[config.mk]
export PLATFORM = sky130hd
export DESIGN_NAME = poll_reply_frame_decoder
export DESIGN_NICKNAME = d
export VERILOG_FILES = /design/src/rtl/core/prfd_pkg.sv /design/src/rtl/core/prfd_ram.sv /design/src/rtl/core/prfd_crc_unit.sv /design/src/rtl/core/poll_reply_frame_decoder.sv
export SDC_FILE = /design/constraint.sdc
export NUM_CORES = 1
export LEC_CHECK = 0
export ABC_AREA = 1
export BUFFER_PORTS_ARGS = -buffer_cell sky130_fd_sc_hd__buf_2
export CAP_MARGIN = 20
export CORE_UTILIZATION = 39
export CTS_BUF_LIST = sky130_fd_sc_hd__clkbuf_2
export CTS_CLUSTER_DIAMETER = 100
export DETAILED_ROUTE_END_ITERATION = 12
export SLEW_MARGIN = 20
export SYNTH_ARGS = -nofsm -noshare
export SYNTH_HDL_FRONTEND = slang
export SYNTH_SLANG_ARGS = --single-unit
[constraint.sdc]
create_clock -name clock -period 3.8 [get_ports clock]
set_input_delay 0.38 -clock clock [delete_from_list [all_inputs] [get_ports clock]]
set_output_delay 0.38 -clock clock [all_outputs]
set_load 0.02 [all_outputs]
[src/rtl/core/prfd_pkg.sv]
// prfd_pkg: shared types and constants of the poll reply frame decoder
// no dependencies; imported by prfd_crc_unit and poll_reply_frame_decoder
`default_nettype none

package prfd_pkg;

   localparam int HEADER_BYTES = 4;

   localparam logic [15:0] CRC_INIT = 16'hFFFF;
   localparam logic [15:0] CRC_POLY = 16'hA001;
   localparam logic [7:0]  DEST_BROADCAST = 8'hFF;

   localparam logic [6:0] DIGITAL_MAX = 7'd80;
   localparam logic [3:0] ANALOG_MAX  = 4'd8;

   // transaction opcodes
   localparam logic OP_BYTE  = 1'b0;
   localparam logic OP_ABORT = 1'b1;

   // result kinds
   localparam logic [2:0] KIND_DIGITAL     = 3'd0;
   localparam logic [2:0] KIND_ANALOG      = 3'd1;
   localparam logic [2:0] KIND_IDENT       = 3'd2;
   localparam logic [2:0] KIND_UNKNOWN_SRC = 3'd3;
   localparam logic [2:0] KIND_CRC_ERROR   = 3'd4;
   localparam logic [2:0] KIND_NOT_ADDR    = 3'd5;
   localparam logic [2:0] KIND_UNKNOWN_FN  = 3'd6;
   localparam logic [2:0] KIND_LEN_ERROR   = 3'd7;

   // csr register indexes
   localparam logic [2:0] CSR_DIGITAL_COUNT = 3'd0;
   localparam logic [2:0] CSR_ANALOG_COUNT  = 3'd1;
   localparam logic [2:0] CSR_CODE_IDENT    = 3'd2;
   localparam logic [2:0] CSR_CODE_DIGITAL  = 3'd3;
   localparam logic [2:0] CSR_CODE_ANALOG   = 3'd4;

   typedef struct packed {
      logic       init;
      logic       start;
      logic [7:0] data;
   } crc_ctrl_type;

   typedef struct packed {
      logic [2:0] kind;
      logic [3:0] index;
      logic [9:0] value;
      logic [3:0] valid_bits;
      logic       answered;
      logic       last;
   } result_type;

endpackage

`default_nettype wire

[src/rtl/core/prfd_ram.sv]
// prfd_ram: generic single write port, single read port ram with registered read
// depends on nothing
`default_nettype none

module prfd_ram #(
   parameter int WIDTH = 8,
   parameter int DEPTH = 12
) (
   input  wire logic                     clock,
   input  wire logic                     wr_en,
   input  wire logic [$clog2(DEPTH)-1:0] wr_addr,
   input  wire logic [WIDTH-1:0]         wr_data,
   input  wire logic                     rd_en,
   input  wire logic [$clog2(DEPTH)-1:0] rd_addr,
   output logic      [WIDTH-1:0]         rd_data
);

   logic [WIDTH-1:0] mem_ff [DEPTH];
   logic [WIDTH-1:0] rd_data_ff;

   always_ff @(posedge clock) begin
      if (wr_en) begin
         mem_ff[wr_addr] <= wr_data;
      end
      if (rd_en) begin
         rd_data_ff <= mem_ff[rd_addr];
      end
   end

   assign rd_data = rd_data_ff;

endmodule

`default_nettype wire

[src/rtl/core/prfd_crc_unit.sv]
// prfd_crc_unit: bit-serial crc-16 (reflected poly a001), one bit per cycle
// depends on prfd_pkg
`default_nettype none

module prfd_crc_unit
   import prfd_pkg::*;
(
   input  wire logic         clock,
   input  wire logic         reset,
   input  wire crc_ctrl_type ctrl,
   output logic [15:0]       crc,
   output logic              busy
);

   logic [15:0] crc_ff, crc_in;
   logic [3:0]  cnt_ff, cnt_in;

   always_comb begin
      crc_in = crc_ff;
      cnt_in = cnt_ff;
      if (ctrl.init) begin
         crc_in = CRC_INIT;
         cnt_in = 4'd0;
      end else if (ctrl.start) begin
         crc_in = crc_ff ^ {8'h00, ctrl.data};
         cnt_in = 4'd8;
      end else if (cnt_ff != 4'd0) begin
         crc_in = (crc_ff >> 1) ^ (crc_ff[0] ? CRC_POLY : 16'h0000);
         cnt_in = cnt_ff - 4'd1;
      end
   end

   always_ff @(posedge clock) begin
      if (reset) begin
         crc_ff <= CRC_INIT;
         cnt_ff <= 4'd0;
      end else begin
         crc_ff <= crc_in;
         cnt_ff <= cnt_in;
      end
   end

   assign crc  = crc_ff;
   assign busy = (cnt_ff != 4'd0);

endmodule

`default_nettype wire

[src/rtl/core/poll_reply_frame_decoder.sv]
// poll_reply_frame_decoder: receives reply frame bytes, checks crc and header, emits results
// depends on prfd_pkg, prfd_ram, prfd_crc_unit
// header and payload bytes: accept, bit-serial crc steps, return to idle; crc bytes and aborts:
// accept only; an oversized length byte: accept, then emit. frame end: a check state, then read and
// output per digital group, two frame store reads and output per analog channel, or emit for a single result.
// results leave through an output register; the next transaction is taken while it waits.
// synchronous reset clears sequencer, byte count, crc, output valid and config registers;
// the frame store is not cleared.
`default_nettype none

module poll_reply_frame_decoder
   import prfd_pkg::*;
#(
   parameter int MAX_DATA = 10
) (
   input  wire logic       clock,
   input  wire logic       reset,
   input  wire logic       req_valid,
   output logic            req_ready,
   input  wire logic       req_opcode,
   input  wire logic [7:0] req_rx_byte,
   input  wire logic [7:0] req_expected_source,
   output logic            rsp_valid,
   input  wire logic       rsp_ready,
   output logic [2:0]      rsp_kind,
   output logic [3:0]      rsp_index,
   output logic [9:0]      rsp_value,
   output logic [3:0]      rsp_valid_bits,
   output logic            rsp_answered,
   output logic            rsp_last,
   input  wire logic       csr_we,
   input  wire logic [2:0] csr_index,
   input  wire logic [7:0] csr_wdata
);

   localparam int DEPTH  = MAX_DATA + 2;
   localparam int ADDR_W = $clog2(DEPTH);
   localparam int CNT_W  = $clog2(HEADER_BYTES + DEPTH + 1);

   typedef enum logic [8:0] {
      S_IDLE  = 9'b000000001,
      S_CRC   = 9'b000000010,
      S_CHECK = 9'b000000100,
      S_DRD   = 9'b000001000,
      S_DOUT  = 9'b000010000,
      S_AHI   = 9'b000100000,
      S_ALO   = 9'b001000000,
      S_AOUT  = 9'b010000000,
      S_EMIT  = 9'b100000000
   } state_type;

   state_type  state_ff, state_in;
   logic [CNT_W-1:0] count_ff, count_in;
   logic [7:0] dest_ff, dest_in, src_ff, src_in, fn_ff, fn_in, len_ff, len_in;
   logic [7:0] rx_hi_ff, rx_hi_in, rx_lo_ff, rx_lo_in, exp_ff, exp_in;
   logic [6:0] dcount_ff;
   logic [3:0] acount_ff;
   logic [7:0] code_ident_ff, code_dig_ff, code_ana_ff;
   logic [3:0] idx_ff, idx_in;
   logic [6:0] rem_ff, rem_in;
   logic [3:0] acnt_ff, acnt_in;
   logic       ok_ff, ok_in;
   logic [7:0] hi_ff, hi_in;
   result_type res_ff, res_in, out_ff, out_in;
   logic       out_valid_ff, out_valid_in;

   logic              accept, out_free;
   logic [CNT_W-1:0]  pos;
   logic [7:0]        pos8, idx8, lo_idx8;
   logic [6:0]        dcnt_sat;
   logic [3:0]        acnt_sat, valid4;
   logic [7:0]        mask, dig_byte, lo_byte;
   logic [1:0]        lo_bits;

   logic              wr_en, rd_en;
   logic [ADDR_W-1:0] wr_addr, rd_addr;
   logic [7:0]        rd_data;
   crc_ctrl_type      crc_ctrl;
   logic [15:0]       crc_val;
   logic              crc_busy;

   prfd_ram #(.WIDTH(8), .DEPTH(DEPTH)) u_store (
      .clock   (clock),
      .wr_en   (wr_en),
      .wr_addr (wr_addr),
      .wr_data (req_rx_byte),
      .rd_en   (rd_en),
      .rd_addr (rd_addr),
      .rd_data (rd_data)
   );

   prfd_crc_unit u_crc (
      .clock (clock),
      .reset (reset),
      .ctrl  (crc_ctrl),
      .crc   (crc_val),
      .busy  (crc_busy)
   );

   assign req_ready = (state_ff == S_IDLE);
   assign accept    = req_valid && req_ready;
   assign out_free  = !out_valid_ff || rsp_ready;

   assign pos      = count_ff - CNT_W'(HEADER_BYTES);
   assign pos8     = 8'(pos);
   assign idx8     = {4'b0000, idx_ff};
   assign lo_idx8  = {4'b0000, acnt_ff} + {6'b000000, idx_ff[3:2]};
   assign wr_addr  = pos[ADDR_W-1:0];
   assign dcnt_sat = (dcount_ff > DIGITAL_MAX) ? DIGITAL_MAX : dcount_ff;
   assign acnt_sat = (acount_ff > ANALOG_MAX) ? ANALOG_MAX : acount_ff;
   assign valid4   = (rem_ff >= 7'd8) ? 4'd8 : rem_ff[3:0];
   assign mask     = 8'hFF << (4'd8 - valid4);
   assign dig_byte = ok_ff ? rd_data : 8'h00;
   assign lo_byte  = ok_ff ? rd_data : 8'h00;

   always_comb begin
      case (idx_ff[1:0])
         2'd0:    lo_bits = lo_byte[7:6];
         2'd1:    lo_bits = lo_byte[5:4];
         2'd2:    lo_bits = lo_byte[3:2];
         default: lo_bits = lo_byte[1:0];
      endcase
   end

   always_comb begin
      state_in     = state_ff;
      count_in     = count_ff;
      dest_in      = dest_ff;
      src_in       = src_ff;
      fn_in        = fn_ff;
      len_in       = len_ff;
      rx_hi_in     = rx_hi_ff;
      rx_lo_in     = rx_lo_ff;
      exp_in       = exp_ff;
      idx_in       = idx_ff;
      rem_in       = rem_ff;
      acnt_in      = acnt_ff;
      ok_in        = ok_ff;
      hi_in        = hi_ff;
      res_in       = res_ff;
      out_in       = out_ff;
      out_valid_in = out_valid_ff && !rsp_ready;
      wr_en        = 1'b0;
      rd_en        = 1'b0;
      rd_addr      = idx8[ADDR_W-1:0];
      crc_ctrl     = '{init: 1'b0, start: 1'b0, data: req_rx_byte};

      unique case (state_ff)
         S_IDLE: begin
            if (accept) begin
               if (req_opcode == OP_ABORT) begin
                  count_in      = '0;
                  crc_ctrl.init = 1'b1;
               end else if (count_ff < CNT_W'(HEADER_BYTES)) begin
                  count_in = count_ff + CNT_W'(1);
                  case (count_ff[1:0])
                     2'd0:    dest_in = req_rx_byte;
                     2'd1:    src_in  = req_rx_byte;
                     2'd2:    fn_in   = req_rx_byte;
                     default: len_in  = req_rx_byte;
                  endcase
                  if (count_ff[1:0] == 2'd3 && req_rx_byte > 8'(MAX_DATA)) begin
                     count_in      = '0;
                     crc_ctrl.init = 1'b1;
                     res_in        = '{KIND_LEN_ERROR, 4'd0, 10'd0, 4'd0, 1'b0, 1'b1};
                     state_in      = S_EMIT;
                  end else begin
                     crc_ctrl.start = 1'b1;
                     state_in       = S_CRC;
                  end
               end else begin
                  wr_en = 1'b1;
                  if (pos8 < len_ff) begin
                     crc_ctrl.start = 1'b1;
                     count_in       = count_ff + CNT_W'(1);
                     state_in       = S_CRC;
                  end else if (pos8 == len_ff) begin
                     rx_hi_in = req_rx_byte;
                     count_in = count_ff + CNT_W'(1);
                  end else begin
                     rx_lo_in = req_rx_byte;
                     exp_in   = req_expected_source;
                     count_in = '0;
                     state_in = S_CHECK;
                  end
               end
            end
         end
         S_CRC: begin
            if (!crc_busy) begin
               state_in = S_IDLE;
            end
         end
         S_CHECK: begin
            crc_ctrl.init = 1'b1;
            state_in      = S_EMIT;
            idx_in        = 4'd0;
            if ({rx_hi_ff, rx_lo_ff} != crc_val) begin
               res_in = '{KIND_CRC_ERROR, 4'd0, 10'd0, 4'd0, 1'b0, 1'b1};
            end else if (dest_ff != DEST_BROADCAST) begin
               res_in = '{KIND_NOT_ADDR, 4'd0, 10'd0, 4'd0, 1'b0, 1'b1};
            end else if (src_ff != exp_ff) begin
               res_in = '{KIND_UNKNOWN_SRC, 4'd0, 10'd0, 4'd0, 1'b1, 1'b1};
            end else if (fn_ff == code_ident_ff) begin
               res_in = '{KIND_IDENT, 4'd0, 10'd0, 4'd0, 1'b1, 1'b1};
            end else if (fn_ff == code_dig_ff) begin
               res_in = '{KIND_DIGITAL, 4'd0, 10'd0, 4'd0, 1'b1, 1'b1};
               rem_in = dcnt_sat;
               if (dcnt_sat != 7'd0) begin
                  state_in = S_DRD;
               end
            end else if (fn_ff == code_ana_ff) begin
               res_in  = '{KIND_ANALOG, 4'd0, 10'd0, 4'd0, 1'b1, 1'b1};
               acnt_in = acnt_sat;
               if (acnt_sat != 4'd0) begin
                  state_in = S_AHI;
               end
            end else begin
               res_in = '{KIND_UNKNOWN_FN, 4'd0, 10'd0, 4'd0, 1'b0, 1'b1};
            end
         end
         S_DRD: begin
            ok_in    = (idx8 < len_ff);
            rd_en    = ok_in;
            state_in = S_DOUT;
         end
         S_DOUT: begin
            if (out_free) begin
               out_valid_in = 1'b1;
               out_in = '{KIND_DIGITAL, idx_ff, {2'b00, ~dig_byte & mask}, valid4, 1'b1,
                          (rem_ff <= 7'd8)};
               rem_in = rem_ff - 7'd8;
               idx_in = idx_ff + 4'd1;
               state_in = (rem_ff <= 7'd8) ? S_IDLE : S_DRD;
            end
         end
         S_AHI: begin
            ok_in    = (idx8 < len_ff);
            rd_en    = ok_in;
            state_in = S_ALO;
         end
         S_ALO: begin
            hi_in    = ok_ff ? rd_data : 8'h00;
            ok_in    = (lo_idx8 < len_ff);
            rd_en    = ok_in;
            rd_addr  = lo_idx8[ADDR_W-1:0];
            state_in = S_AOUT;
         end
         S_AOUT: begin
            if (out_free) begin
               out_valid_in = 1'b1;
               out_in = '{KIND_ANALOG, idx_ff, {hi_ff, lo_bits}, 4'd0, 1'b1,
                          (idx_ff + 4'd1 == acnt_ff)};
               idx_in   = idx_ff + 4'd1;
               state_in = (idx_ff + 4'd1 == acnt_ff) ? S_IDLE : S_AHI;
            end
         end
         S_EMIT: begin
            if (out_free) begin
               out_valid_in = 1'b1;
               out_in       = res_ff;
               state_in     = S_IDLE;
            end
         end
         default: begin
            state_in = S_IDLE;
         end
      endcase
   end

   always_ff @(posedge clock) begin
      if (reset) begin
         state_ff      <= S_IDLE;
         count_ff      <= '0;
         out_valid_ff  <= 1'b0;
         dcount_ff     <= 7'd0;
         acount_ff     <= 4'd0;
         code_ident_ff <= 8'd1;
         code_dig_ff   <= 8'd2;
         code_ana_ff   <= 8'd3;
      end else begin
         state_ff     <= state_in;
         count_ff     <= count_in;
         out_valid_ff <= out_valid_in;
         if (csr_we) begin
            unique case (csr_index)
               CSR_DIGITAL_COUNT: dcount_ff     <= csr_wdata[6:0];
               CSR_ANALOG_COUNT:  acount_ff     <= csr_wdata[3:0];
               CSR_CODE_IDENT:    code_ident_ff <= csr_wdata;
               CSR_CODE_DIGITAL:  code_dig_ff   <= csr_wdata;
               CSR_CODE_ANALOG:   code_ana_ff   <= csr_wdata;
               default: ;
            endcase
         end
      end
   end

   always_ff @(posedge clock) begin
      dest_ff  <= dest_in;
      src_ff   <= src_in;
      fn_ff    <= fn_in;
      len_ff   <= len_in;
      rx_hi_ff <= rx_hi_in;
      rx_lo_ff <= rx_lo_in;
      exp_ff   <= exp_in;
      idx_ff   <= idx_in;
      rem_ff   <= rem_in;
      acnt_ff  <= acnt_in;
      ok_ff    <= ok_in;
      hi_ff    <= hi_in;
      res_ff   <= res_in;
      out_ff   <= out_in;
   end

   assign rsp_valid      = out_valid_ff;
   assign rsp_kind       = out_ff.kind;
   assign rsp_index      = out_ff.index;
   assign rsp_value      = out_ff.value;
   assign rsp_valid_bits = out_ff.valid_bits;
   assign rsp_answered   = out_ff.answered;
   assign rsp_last       = out_ff.last;

   a_crc_busy_in_crc_state: assert property (@(posedge clock) disable iff (reset)
      crc_busy |-> state_ff == S_CRC)
      else $error("crc unit busy outside crc state");

   a_answered_matches_kind: assert property (@(posedge clock) disable iff (reset)
      out_valid_ff |-> out_ff.answered == (out_ff.kind <= KIND_UNKNOWN_SRC))
      else $error("answered flag does not match result kind");

   a_length_in_range: assert property (@(posedge clock) disable iff (reset)
      (count_ff >= CNT_W'(HEADER_BYTES)) |-> len_ff <= 8'(MAX_DATA))
      else $error("stored frame length beyond store");

   a_digital_remaining: assert property (@(posedge clock) disable iff (reset)
      (state_ff == S_DOUT) |-> rem_ff != 7'd0)
      else $error("digital group emitted with no inputs left");

endmodule

`default_nettype wire
==> results of run 1 <==
synth_stat cells, drive strengths merged:
cell | count | share of area, %
inv | 159 | 4.6
nand3 | 94 | 3.7
a21boi | 2 | 0.12
clkbuf | 9 | 0.26
nand2 | 346 | 10
o221ai | 2 | 0.14
nor2 | 175 | 5.8
dfxtp | 70 | 11
buf | 19 | 1.1
nand3b | 1 | 0.058
o21ai | 57 | 2.3
a22oi | 1 | 0.058
fa | 1 | 0.15
o211ai | 17 | 1.4
a21o | 1 | 0.058
xnor2 | 18 | 1.2
edfxtp | 211 | 49
o2111ai | 7 | 0.47
and3 | 3 | 0.14
or2 | 4 | 0.19
nor4 | 1 | 0.048
nand4 | 16 | 0.77
ha | 34 | 3.3
nor3 | 13 | 0.54
xor2 | 24 | 1.6
o22ai | 3 | 0.14
a21oi | 43 | 1.7
repair_timing:
item / in CTS / in global routing
hold endpoints to repair: 96 / 0
hold buffers: 39 / 0
resized for setup: 0 / 0
cell type report:
| cell class | instances | area [um2] | area share (%) |
|---|---|---|---|
| clock inverter | 20 | 166 | 1.12 |
| timing repair buffer | 106 | 751 | 5.07 |
| antenna | 2 | 5.00 | 0.0338 |
| inverter | 159 | 599 | 4.04 |
| tap | 442 | 553 | 3.73 |
| clock buffer | 112 | 561 | 3.78 |
| multi-input combinational | 863 | 4450 | 30.0 |
| sequential | 281 | 7740 | 52.2 |
layer usage:
metal  track usage [%]  vias up  part of all wire, %  wire, um
li1                  -     4775                    -         -
met1              24.3     4371                   46     13800
met2              29.6      272                   47     14100
met3              3.58       54                  5.6      1690
met4              6.53        0                  2.1       624
met5                 0        -                    0         0
state kept, by name, summed over array words and instances (netlist names), 9 cells and up:
| signal | flops |
|---|---|
| rsp_value | 10 |
| state_ff | 9 |
| u_crc.crc | 16 |
| u_store.mem_ff | 96 |
metrics by stage:
step / util, % / power [mW] / hold WS (ns)
after floorplan: - / 4.59 / 0.440
after global placement: 42.0 / 4.88 / 0.450
after detailed placement: 42.0 / 4.90 / 0.453
after CTS: 45.4 / 7.19 / 0.143
after global routing: 45.4 / 7.52 / 0.128
final: 45.4 / 7.12 / 0.221
logic make-up after synthesis:
family,count (synthesis)
adders and majority gates,35
and+or+nand+nor,653
buffers and inverters,187
xor gates and xnor gates,42
DFF,281
AOI/OAI and AO/OA,133
report_power, final:
group	total [mW]	internal, mW	switching, mW
clock	2.24	0.988	1.25
sequential	3.60	3.46	0.134
combinational	1.28	0.432	0.847
final timing paths:
check                                     endpoint  slack (ns)
worst min register to register     u_crc.cnt_ff[1]        0.46
worst min-delay path                     exp_ff[3]        0.22
worst max-delay path            u_store.rd_data[3]        0.95
worst max register to register  u_store.rd_data[3]        0.95
==> reports/metrics.cfg, run 1 <==
[cells_and_area]
final_common_cell = nand2_1
drive_gt1_share_pct = 16.0
finalNonFillerCells = 1985
fin_nets = 1555
final_cell_mix = nand2_1, edfxtp_1, nor2_1
syn2layout_area_growth_pct = 14.4
fillers = 3153
stdcell_area_um2 = 14800

[detailed_routing]
drt_iter0_markers = 661
wl_mm = 30.2
via_count = 9472
first_pass_iters = 5
drc = 0
ant_nets = 0
vias_per_cell = 4.77
wl_per_cell_um = 15.2

[synth]
synth_top_family_by_area = simple AND/OR/NAND/NOR gates
netlist_area_um2 = 13000
yosysSeqAreaShare_pct = 59.7
synth_area_per_cell_um2 = 9.74
synth-simple-area-share_pct = 21.6
synthMuxAreaShare_pct = 0
synth_nets = 1399
ys_seq_elements = 281
synth_xor_area_share_pct = 2.84
postSynthCellCount = 1331
yosysWarningCount = 0
synth-compound-area-share_pct = 6.42
synthAdderAreaFrac_pct = 3.44
yosys.cell_types.count = 45

[floorplan]
initial_utilization_pct = 39.7
coreArea_um2 = 32600
die_width_um = 184
fp.dieArea_um2 = 34000
io_pins = 58
row_count = 66
fp.dieH_um = 184

[setup_path]
path_buf_inv = 1
critical_path_class = flop to flop
crit_fanout = 8
cpMostUsedCell = a21oi_1
crit_path_end_kind = flop
slowest_stage = edfxtp_1
crit_arrival_ns = 3.35
required_ns = 4.30
critPathLaunch = idx_ff[3]
cpPeakStageDelay_ns = 0.51
critPathLaunchType = flop
r2r_start = idx_ff[3]
cp_num_cells = 11
path_delay_family = simple AND/OR/NAND/NOR gates
crit_chain = ha_1 > a21oi_1 > or2_2 > xor2_1 > inv_1 > ha_1 > a21oi_1 > nand2_1 > a21oi_1 > o21ai_0 > nand2_1
ff2ff_path_depth = 11

[clock_tree]
htreeDepth = 3
cts-root-buf = clkbuf_2
clock-sinks = 281
cts_buffer_depth = 3
post_cts_buffers = 0
clock_latency_ns = 0.90
cts_buffers = 76
clk_pin_slew_ns = 0.09
tritoncts = yes

[sta]
period_share_pct = 75.0
grt_setup_unrepaired = false
post-route-min-period_ns = 2.85
max_slew_margin_pct = 34.8
clock_skew_ns = 0.0924
setup_ws_ns = 0.951
setup-violations-final = 0
fmax_mhz = 351
final_max_slew_viol_count = 0
finalSetupTns_ns = 0
worst_pin_slew_ns = 0.971
hold_viol = 0

[place]
place_ws_ns = 0.984
gp_congestion = 0.843
dp_cells = 1812
portBuffers = 57
placed_area_um2 = 13700
hpwl_mm = 20.0

[worst_hold_path]
worstHoldStart = req_expected_source[3]
holdPathStages = 2
hold_class = input pin to flop

[grt]
antenna_found_initial = 2
track_usage_pct = 18.3
grt_pass1_vias = 9256
grt_max_degree = 57
grt_pass1_wl_mm = 47.9
grt-ovfl-total = 0

[power_and_ir_drop]
vdd_drop_max_mv = 0.211
p_leak_nw = 6.33
power.density_nw_per_um2 = 480

[run_status]
status = finished, final reports clean

[flow_run]
max-cap-violations = 0

No activity file was read; power rests on OpenSTA's default activity.
==> run 2, diff against run 1 <==
==> constraint.sdc (replaced) <==
create_clock -name clock -period 2.64 [get_ports clock]
set_input_delay 0.264 -clock clock [delete_from_list [all_inputs] [get_ports clock]]
set_output_delay 0.264 -clock clock [all_outputs]
set_load 0.02 [all_outputs]
==> reports/metrics.cfg, run 2 (synthesized netlist as in run 1, its figures left out) <==
[sta]
hold_viol = 0
post-route-min-period_ns = 2.52
setup_ws_ns = 0.116
period_share_pct = 95.6
setup-violations-final = 0
worst_pin_slew_ns = 0.950
fmax_mhz = 396
clock_skew_ns = 0.0551
max_slew_margin_pct = 36.0
final_max_slew_viol_count = 0

[detailed_routing]
wl_met2_mm = 14.6
ant_nets = 0
drc = 0
route.met3.wl_mm = 1.59
wl_met1_mm = 13.7
first_pass_iters = 5
vias_per_cell = 4.76
wl_mm = 30.5
top_layer = met4
drt_iter0_markers = 591
via_count = 9685
wl_per_cell_um = 15.0

[cells_and_area]
regMostFlops = u_store.mem_ff
final_cell_mix = nand2_1, edfxtp_1, nor2_1
fin_nets = 1600
final_util_pct = 46.6
finalNonFillerCells = 2035
final_common_cell = nand2_1
largest_reg_flops = 96
drive_gt1_share_pct = 19.0
syn2layout_area_growth_pct = 17.4

[setup_path]
crit_fanout = 8
r2r_start = idx_ff[2]
critical_path_class = flop to flop
required_ns = 3.19
timing.rr.end = u_store.rd_data[3]
crit_arrival_ns = 3.07
crit_path_end_kind = flop
r2r_slack_ns = 0.12
ff2ff_path_depth = 9
critPathLaunchType = flop

[floorplan]
coreArea_um2 = 32600
io_pins = 58
row_count = 66
fp.dieH_um = 184
fp.dieArea_um2 = 34000
die_width_um = 184
initial_utilization_pct = 39.7

[worst_hold_path]
hold_class = input pin to flop
worstHoldStart = req_expected_source[1]
holdPathStages = 2
holdPathEnd = exp_ff[1]

[clock_tree]
htreeDepth = 3
tritoncts = yes
clock_latency_ns = 0.90
cts-root-buf = clkbuf_2
cts_buffers = 75
clk_pin_slew_ns = 0.11
clock-sinks = 281
cts_buffer_depth = 3
post_cts_buffers = 0

[flow_run]
max-cap-violations = 0

[grt]
grt_max_degree = 52
antenna_found_initial = 2
grt_pass1_vias = 9466
grt_pass1_wl_mm = 48.8
track_usage_pct = 18.7
grt-ovfl-total = 0

[place]
portBuffers = 57
place_ws_ns = 0.0651
hpwl_mm = 20.4
dp_cells = 1852
gp_congestion = 0.844

[power_and_ir_drop]
report.power.total_mw = 10.2
power.density_nw_per_um2 = 668
vdd_drop_max_mv = 0.307
p_leak_nw = 6.58

[run_status]
status = finished, final reports clean

[run 2: cell count changes in the layout (fill, tap and decap cells not counted), sizes merged]
cell	change
buf	+40
bufinv	-2
diode	+1
clkinv	-5
inv	+1
dlygate4sd3	+6
clkbuf	+9
[run 2: layout make-up]
class	count	area, um2
timing repair buffer	152	1140
clock inverter	14	86.3
sequential	281	7740
clock buffer	121	606
multi-input combinational	863	4480
fill	3145	17400
inverter	159	599
tap	442	553
antenna	3	7.51
[run 2: worst max path at each step]
stage                      startpoint                 end  slack (ns)  cells past startpoint
after floorplan           state_ff[2]        rsp_answered        0.06                      7
after global placement      idx_ff[3]  u_store.rd_data[2]        0.08                     11
after detailed placement    idx_ff[3]  u_store.rd_data[1]        0.07                     11
after CTS                  acnt_ff[0]  u_store.rd_data[3]        0.06                      9
after global routing      state_ff[4]           req_ready       -0.01                      6
final                       idx_ff[2]  u_store.rd_data[3]        0.12                      9
[run 2: per-stage QoR]
stage | instance area, um2 | TNS, ns | hold slack (ns)
floorplan | 13000 | 0 | 0.363
global placement | 14000 | 0 | 0.443
detailed placement | 14000 | 0 | 0.447
CTS | 15200 | 0 | 0.00598
global route | 15200 | -0.0118 | -0.00880
finish | 15200 | 0 | 0.0896
[run 2: what timing repair did]
item                                    in CTS  in global routing
endpoints found under the setup margin       6                 26
resized for setup                            1                  8
endpoints found under the hold margin      226                  2
pin swaps                                    0                  1
hold buffers                                43                  2
[run 2: critical path, stage by stage (launching register included)]
cell      delay [ns]
edfxtp_1        0.43
ha_2            0.22
fa_1            0.49
ha_1            0.29
a21boi_0        0.12
o211ai_1        0.18
nand2_1         0.08
a21oi_1         0.12
o21ai_1         0.09
nand2_2         0.17
[run 2: metal layers]
metal	global-route usage, %	up-vias
li1	-	4852
met1	24.2	4513
met2	30.8	257
met3	4.05	63
met4	7.20	0
met5	0	-
[run 2: where the power goes]
group          total (mW)  switching (mW)  internal (mW)  leakage [nW]
logic                1.90            1.23          0.675          3.55
registers            5.17           0.187           4.98          2.48
clock network        3.09            1.79           1.29         0.548
total                10.2            3.21           6.95          6.58
==> run 3, diff against run 2 <==
--- a/config.mk
+++ b/config.mk
@@ -5,7 +5,6 @@
 export SDC_FILE = /design/constraint.sdc
 export NUM_CORES = 1
 export LEC_CHECK = 0
-export ABC_AREA = 1
 export BUFFER_PORTS_ARGS = -buffer_cell sky130_fd_sc_hd__buf_2
 export CAP_MARGIN = 20
 export CORE_UTILIZATION = 39
==> reports/metrics.cfg, run 3 <==
[place]
gp_congestion = 0.845
dp_cells = 1533
portBuffers = 57
hpwl_mm = 20.9

[detailed_routing]
via_count = 8781
vias_per_cell = 5.13
drt_iter0_markers = 478
wl_mm = 31.0
first_pass_iters = 7
wl_per_cell_um = 18.1
drc = 0
ant_nets = 0

[floorplan]
row_count = 65
initial_utilization_pct = 39.7
die_width_um = 181
io_pins = 58
fp.dieArea_um2 = 32900
coreArea_um2 = 31600
fp.dieH_um = 181

[setup_path]
cpPeakStageDelay_ns = 0.37
critical_path_class = flop to flop
r2r_slack_ns = 0.08
path_delay_family = multiplexers
crit_path_end_kind = flop
crit_fanout = 13
path_buf_inv = 2
required_ns = 3.20
crit_chain = nor4_4 > nand3_4 > clkinv_4 > mux2i_4 > buf_12 > mux2_2 > a22o_1 > a311o_1
crit_arrival_ns = 3.12
critPathLaunchType = flop
slowest_stage = nor4_4

[run_status]
status = finished, final reports clean

[sta]
post-route-min-period_ns = 2.56
clock_skew_ns = 0.0661
hold_slack_ns = 0.136
fmax_mhz = 391
hold_viol = 0
final_max_slew_viol_count = 0
period_share_pct = 96.9
worst_pin_slew_ns = 0.670
max_slew_margin_pct = 54.9
setup-violations-final = 0

[cells_and_area]
multi_input_area_um2 = 4600
seqCellArea_um2 = 7740
syn2layout_area_growth_pct = 19.6
largest_reg_flops = 96
regMostFlops = u_store.mem_ff
fin_nets = 1325
finalNonFillerCells = 1713
drive_gt1_share_pct = 21.7
final_cell_mix = edfxtp_1, nand2_1, clkbuf_2
fillers = 2876
final_common_cell = edfxtp_1

[clock_tree]
htreeDepth = 3
tritoncts = yes
cts_buffers = 73
clock_latency_ns = 0.86
cts-root-buf = clkbuf_2
clk_pin_slew_ns = 0.10
clock-sinks = 281
cts_buffer_depth = 3

[power_and_ir_drop]
p_leak_nw = 5.69
vdd_drop_max_mv = 0.378
power.density_nw_per_um2 = 597

[worst_hold_path]
hold_class = input pin to flop

[synth]
synth_nets = 1104
synth_area_leader_cell = edfxtp_1
synth_area_leaders = edfxtp_1, dfxtp_1, nand2_1, ha_1, mux2i_1
yosysSeqAreaShare_pct = 61.7
yosysMostFrequentCell = edfxtp_1
ys_seq_elements = 281
yosys.cell_types.count = 65
yosys-top-cells-count = edfxtp_1, nand2_1, dfxtp_1, a21oi_1, nor2_1
netlist_area_um2 = 12500
synth.top_cell.area_share_pct = 50.5
ys_async_sr_fraction_pct = 0
postSynthCellCount = 1036
synth_edf_count = 211
synth_flop_cell = edfxtp_1
synth_area_per_cell_um2 = 12.1
yosysWarningCount = 0

[grt]
grt_pass1_wl_mm = 48.5
antenna_found_initial = 1
grt_pass1_vias = 8967
grt-ovfl-total = 0
grt_max_degree = 33
track_usage_pct = 19.2

[flow_run]
max-cap-violations = 0

==> run 3: cell count changes after synthesis, moves of 13 or more <==
cell and delta:
nand2_2 -13, nand2_1 -183, inv_1 -125, and3_1 +16, o21ai_0 -33, a21oi_1 +23
and2_1 +26, nor2_1 -103, nand3_1 -71, nor2b_1 +14, mux2i_1 +36, xor2_1 +15
==> run 3: repair_timing <==
action / CTS / global route
gates resized for setup: 3 / 10
hold endpoints to repair: 229 / 0
setup buffers: 0 / 2
cloned: 0 / 1
hold buffers: 48 / 0
pin swaps: 0 / 3
setup endpoints to repair: 4 / 58
==> run 3: final timing paths <==
check	start	depth (start not counted)	to
hold / removal	req_expected_source[7]	2	exp_ff[7]
setup reg to reg	state_ff[4]	8	u_store.rd_data[7]
setup / recovery	state_ff[4]	8	u_store.rd_data[7]
hold reg to reg	code_ana_ff[3]	2	code_ana_ff[3]
==> run 3: cells by family (layout without fill, tap and decap cells) <==
kind of cell	Yosys count	in the layout	share of synthesized area (%)
buffers and inverters	59	333	2.18
adder cells (fa/ha/maj)	35	35	3.55
AND/OR/NAND/NOR	385	385	15.4
other	0	1	0
XOR/XNOR	67	67	4.79
AO/OA/AOI/OAI	160	160	8.22
flip-flops	281	281	61.7
multiplexers	49	49	4.18
==> run 3: where the power goes <==
| part | total [mW] | switching, mW | internal, mW |
|---|---|---|---|
| Sequential | 4.90 | 0.0874 | 4.82 |
| Combinational | 1.04 | 0.581 | 0.456 |
| Clock | 3.01 | 1.76 | 1.25 |
==> run 3: worst reg2reg max path, delay by kind of cell (launching register included) <==
kind / cells / cell delay, ns
multiplexers: 2 / 0.62
AND/OR/NAND/NOR: 2 / 0.55
AO/OA/AOI/OAI: 2 / 0.49
flip-flops: 1 / 0.35
buffers and inverters: 2 / 0.28
==> run 3: final cells by class <==
class,instances,share of cell area [%]
Antenna cell,1,0.0167
Inverter,27,0.709
Sequential cell,281,51.6
Tap cell,402,3.35
Timing Repair Buffer,178,9.29
Clock inverter,24,0.959
Clock buffer,104,3.47
Multi-Input combinational cell,696,30.6
==> run 3: stage by stage <==
stage	setup TNS (ns)	cell area (um2)	utilization, %	total power, mW	setup slack, ns
after global placement	0	13800	43.5	5.99	0.0647
final	0	15000	47.4	8.95	0.0813
after detailed placement	0	13800	43.5	6.00	0.00672
after CTS	0	14900	47.2	9.06	0.0275
after global routing	-0.0149	15000	47.4	9.40	-0.0142
after floorplan	-1.06	12600	-	5.63	-0.132
==> run 3: routing by layer <==
metal | GRT usage (%) | routed length [um] | up-vias | part of all wire [%]
li1 | - | - | 4262 | -
met5 | 0 | 0 | - | 0
met2 | 31.9 | 14800 | 198 | 48
met1 | 25.0 | 14200 | 4265 | 46
met4 | 6.78 | 607 | 0 | 2.0
met3 | 3.69 | 1290 | 56 | 4.2
